### src/rtl/mplc_div_step.sv
// One registered step of the restoring divider that forms the crossing time.
// Depends on nothing but the clock enable and data handed in by the top level.
`default_nettype none

module mplc_div_step #(
  parameter int REM_W = 53,
  parameter int Q_W   = 17,
  parameter int SB_W  = 8
) (
  input  wire              clk,
  input  wire              rst,
  input  wire              en,
  input  wire              valid_in,
  input  wire [REM_W-1:0]  rem_in,
  input  wire [REM_W-1:0]  den_in,
  input  wire [Q_W-1:0]    q_in,
  input  wire [SB_W-1:0]   sb_in,
  output logic             valid_out,
  output logic [REM_W-1:0] rem_out,
  output logic [REM_W-1:0] den_out,
  output logic [Q_W-1:0]   q_out,
  output logic [SB_W-1:0]  sb_out
);

  logic             ge;
  logic [REM_W-1:0] diff;

  assign ge   = (rem_in >= den_in);
  assign diff = ge ? (rem_in - den_in) : rem_in;

  always_ff @(posedge clk) begin
    if (rst) begin
      valid_out <= 1'b0;
    end else if (en) begin
      valid_out <= valid_in;
    end
  end

  // The remainder after a step is below the divisor, so the shift cannot overflow.
  always_ff @(posedge clk) begin
    if (en) begin
      rem_out <= {diff[REM_W-2:0], 1'b0};
      den_out <= den_in;
      q_out   <= {q_in[Q_W-2:0], ge};
      sb_out  <= sb_in;
    end
  end

endmodule

`default_nettype wire

### config.mk
export PLATFORM = sky130hd
export DESIGN_NAME = mplc_div_step
export DESIGN_NICKNAME = d
export VERILOG_FILES = /design/src/rtl/mplc_div_step.sv
export SDC_FILE = /design/constraint.sdc
export NUM_CORES = 1
export LEC_CHECK = 0
export BUFFER_PORTS_ARGS = -buffer_cell sky130_fd_sc_hd__buf_4
export CAP_MARGIN = 20
export CORE_MARGIN = 5
export CORE_UTILIZATION = 25
export DETAILED_ROUTE_END_ITERATION = 16
export SYNTH_ARGS = -nofsm -noshare
export SYNTH_HDL_FRONTEND = slang
export SYNTH_SLANG_ARGS = --single-unit
### constraint.sdc
create_clock -name clk -period 4.4 [get_ports clk]
set_input_delay 0.88 -clock clk [delete_from_list [all_inputs] [get_ports clk]]
set_output_delay 0.88 -clock clk [all_outputs]
set_load 0.1 [all_outputs]
==> insert_results.sql <==
INSERT INTO impl_metrics (metric_group, metric, value, unit) VALUES
('cells_and_area', 'syn2layout_area_growth', '36.4', '%'),
('synth', 'yosys_register_bits', '131', ''),
('synth', 'syn-instance-count', '793', ''),
('critical_path', 'timing.critical_path.from_type', 'input pin', ''),
('cells_and_area', 'sequential_cell_area', '3920', 'um2'),
('clocking', 'ctsHtreeMaxLevel', '4', ''),
('power_and_ir_drop', 'leakage', '4.75', 'nW'),
('power_and_ir_drop', 'fin_total_pwr', '5.01', 'mW'),
('clocking', 'max_buffers_root_to_sink', '2', ''),
('clocking', 'clk_latency', '0.44', 'ns'),
('synth', 'synth_edf_count', '130', ''),
('synth', 'synth_xor_xnor_area_share', '4.68', '%'),
('place', 'post-dp-hpwl', '20300', 'um'),
('global_routing', 'grtUsageTotal', '14.1', '%'),
('synth', 'yosys.area_share.adder', '8.48', '%'),
('drt', 'starting_drt_drc_count', '430', ''),
('power_and_ir_drop', 'pwr-share-seq', '31.3', '%'),
('power_and_ir_drop', 'combinationalPowerShare', '38.2', '%'),
('power_and_ir_drop', 'internal_power', '2.95', 'mW'),
('floorplanning', 'die_x', '189', 'um'),
('floorplanning', 'die_height', '189', 'um'),
('timing', 'timing_worst_slew_pin_value', '0.664', 'ns'),
('floorplanning', 'area_of_the_core_region', '31700', 'um2'),
('timing', 'final.setup.tns', '0', 'ns'),
('clocking', 'numCtsBuffers', '17', ''),
('cells_and_area', 'fin_nets', '1233', ''),
('timing', 'max_slew_margin', '55.7', '%'),
('job', 'max-cap-violations', '0', ''),
('synth', 'synthesis.yosys.warnings', '0', ''),
('run_status', 'run_status', 'finished, final reports clean', ''),
('cells_and_area', 'fill_cells', '3238', ''),
('drt', 'vias', '6776', ''),
('timing', 'finalClockSkew', '0', 'ns'),
('synth', 'synth_compound_gate_area_share', '17.9', '%'),
('synth', 'async_reset_ff_share', '0', '%'),
('cells_and_area', 'layout-drive-gt1-share', '31.4', '%'),
('power_and_ir_drop', 'netSwitchingPower', '2.05', 'mW'),
('floorplanning', 'core.rowCount', '65', ''),
('critical_path', 'setup.worst_path.end_class', 'flop', ''),
('synth', 'synth_top_cell_area_share', '48.5', '%'),
('drt', 'antenna_violating_nets_post_route', '0', ''),
('synth', 'combinational_family_with_the_most_area_after_synthesis', 'compound AO/OA/AOI/OAI gates', ''),
('global_routing', 'via_count_of_the_first_global_routing_pass', '6910', ''),
('drt', 'average_vias_per_placed_instance', '4.65', ''),
('floorplanning', 'die_outline_area', '35900', 'um2'),
('synth', 'post_synth.cell_area_avg', '10.2', 'um2'),
('clocking', 'post_cts.resized_instances', '0', ''),
('synth', 'synth_cell_types', '68', ''),
('clocking', 'tritoncts', 'yes', ''),
('timing', 'grt_setup_unrepaired', 'false', ''),
('timing', 'report.final.hold_viol_count', '0', ''),
('floorplanning', 'initial_utilization', '25.4', '%'),
('drt', 'first_pass_iters', '5', ''),
('timing', 'final-max-slew-violation-count', '0', ''),
('floorplanning', 'io-pin-count', '267', ''),
('synth', 'yosys-top-cells-area', 'sky130_fd_sc_hd__edfxtp_1 48%, sky130_fd_sc_hd__ha_1 8.2%, sky130_fd_sc_hd__a21oi_1 6.2%', ''),
('timing', 'fmaxAchievable', '285', 'MHz'),
('place', 'gp_congestion', '0.829', ''),
('critical_path', 'cp.required', '4.57', 'ns'),
('cells_and_area', 'diodes', '0', ''),
('synth', 'synthMuxAreaShare', '0.575', '%'),
('synth', 'synth_sequential_area_ratio', '48.7', '%'),
('power_and_ir_drop', 'switching_share', '41.0', '%'),
('synth', 'post_synth_and_or_nand_nor_area_fraction', '13.6', '%'),
('power_and_ir_drop', 'power.density_cell_area', '456', 'nW/um2'),
('power_and_ir_drop', 'clkPwrFrac', '30.5', '%'),
('cells_and_area', 'most_frequent_standard_cell_in_the_layout_excluding_fill_and_tap_cells', 'sky130_fd_sc_hd__buf_4', ''),
('clocking', 'cts.root.buffer_cell', 'sky130_fd_sc_hd__clkbuf_16', ''),
('clocking', 'post-cts-setup-buffers', '0', ''),
('synth', 'mappedNetlistNets', '982', ''),
('timing', 'finalCritPeriodShare', '79.8', '%');
==> power groups by stage <==
stage	clock (mW)	combinational, mW	sequential, mW
3_5_place_dp	0	1.91	1.59
4_1_cts	1.59	1.92	1.57
2_1_floorplan	0	0.516	2.52
6_report	1.53	1.91	1.57
5_1_grt	1.65	2.01	1.58
3_3_place_gp	0	1.91	1.59
==> sequential cells by signal (all words and copies together) (netlist names) <==
| register | flops |
|---|---|
| valid_out | 1 |
| sb_out | 8 |
| q_out | 17 |
| den_out | 53 |
| rem_out | 52 |
==> routing by layer <==
metal  GRT usage (%)  wire length (um)  vias up
li1                -                 -     3374
met1            17.3             11100     3177
met2            23.7             12500      209
met3            5.05              2040       14
met4            3.28               209        2
met5               0                 7        -
==> worst max-delay path: stages <==
cell and delay, ns:
sky130_fd_sc_hd__buf_4 0.11, sky130_fd_sc_hd__inv_1 0.04, sky130_fd_sc_hd__ha_1 0.28, sky130_fd_sc_hd__nor2b_4 0.13
sky130_fd_sc_hd__o31a_1 0.30, sky130_fd_sc_hd__o21ai_0 0.39, sky130_fd_sc_hd__a21oi_1 0.28, sky130_fd_sc_hd__o21ai_2 0.29
sky130_fd_sc_hd__a211oi_1 0.14, sky130_fd_sc_hd__or2_2 0.35, sky130_fd_sc_hd__a2111oi_0 0.39, sky130_fd_sc_hd__a211oi_1 0.10
==> Yosys cell counts (all sizes together) (3+ instances only) <==
master and instances:
edfxtp 130, a21oi 101, nor2 83, inv 63, nand2 58, ha 53
o21ai 51, buf 33, nand4 26, xor2 23, xnor2 20, a21o 18
nand3 12, o21a 12, nor3 11, a211oi 10, o21bai 10, clkbuf 8
or2 7, nand2b 6, a31oi 5, nor2b 5, nor4 5, and2 4
or3 4, or4 3
==> layout make-up <==
| class | instances | share of cell area (%) |
|---|---|---|
| clock inverter | 13 | 1.66 |
| inverter | 63 | 2.15 |
| tap | 402 | 4.58 |
| clock buffer | 18 | 3.91 |
| multi-input combinational | 558 | 33.2 |
| timing repair buffer | 273 | 18.8 |
| sequential | 131 | 35.7 |
==> worst paths after layout <==
path / startpoint / to / slack [ns] / cells after the start
worst max-delay path: den_in[1] / rem_out[52] / 0.89 / 12
worst max register to register: valid_out / valid_out / 3.81 / 2
worst min register to register: valid_out / valid_out / 0.51 / 2
worst min-delay path: valid_out / valid_out / 0.51 / 2
==> metrics by stage <==
step,cells,utilization (%),cell area [um2],setup slack [ns],hold WS (ns)
floorplan,793,-,8050,1.08,0.952
global placement,1427,32.7,10400,0.410,0.481
detailed placement,1427,32.7,10400,0.408,0.498
CTS,1458,34.6,11000,0.867,0.519
global route,1458,34.6,11000,0.660,0.561
finish,1458,34.6,11000,0.889,0.514
==> cell families (layout without fill, tap and decap cells) <==
logic type                 count (synthesis)  after routing
buffers and inverters                    104            367
muxes                                      4              4
DFF                                      131            131
adders and majority gates                 54             54
xor gates and xnor gates                  43             43
AOI/OAI and AO/OA                        228            228
and+or+nand+nor                          228            228
other                                      1              1
(Power assumes the default switching activity.)
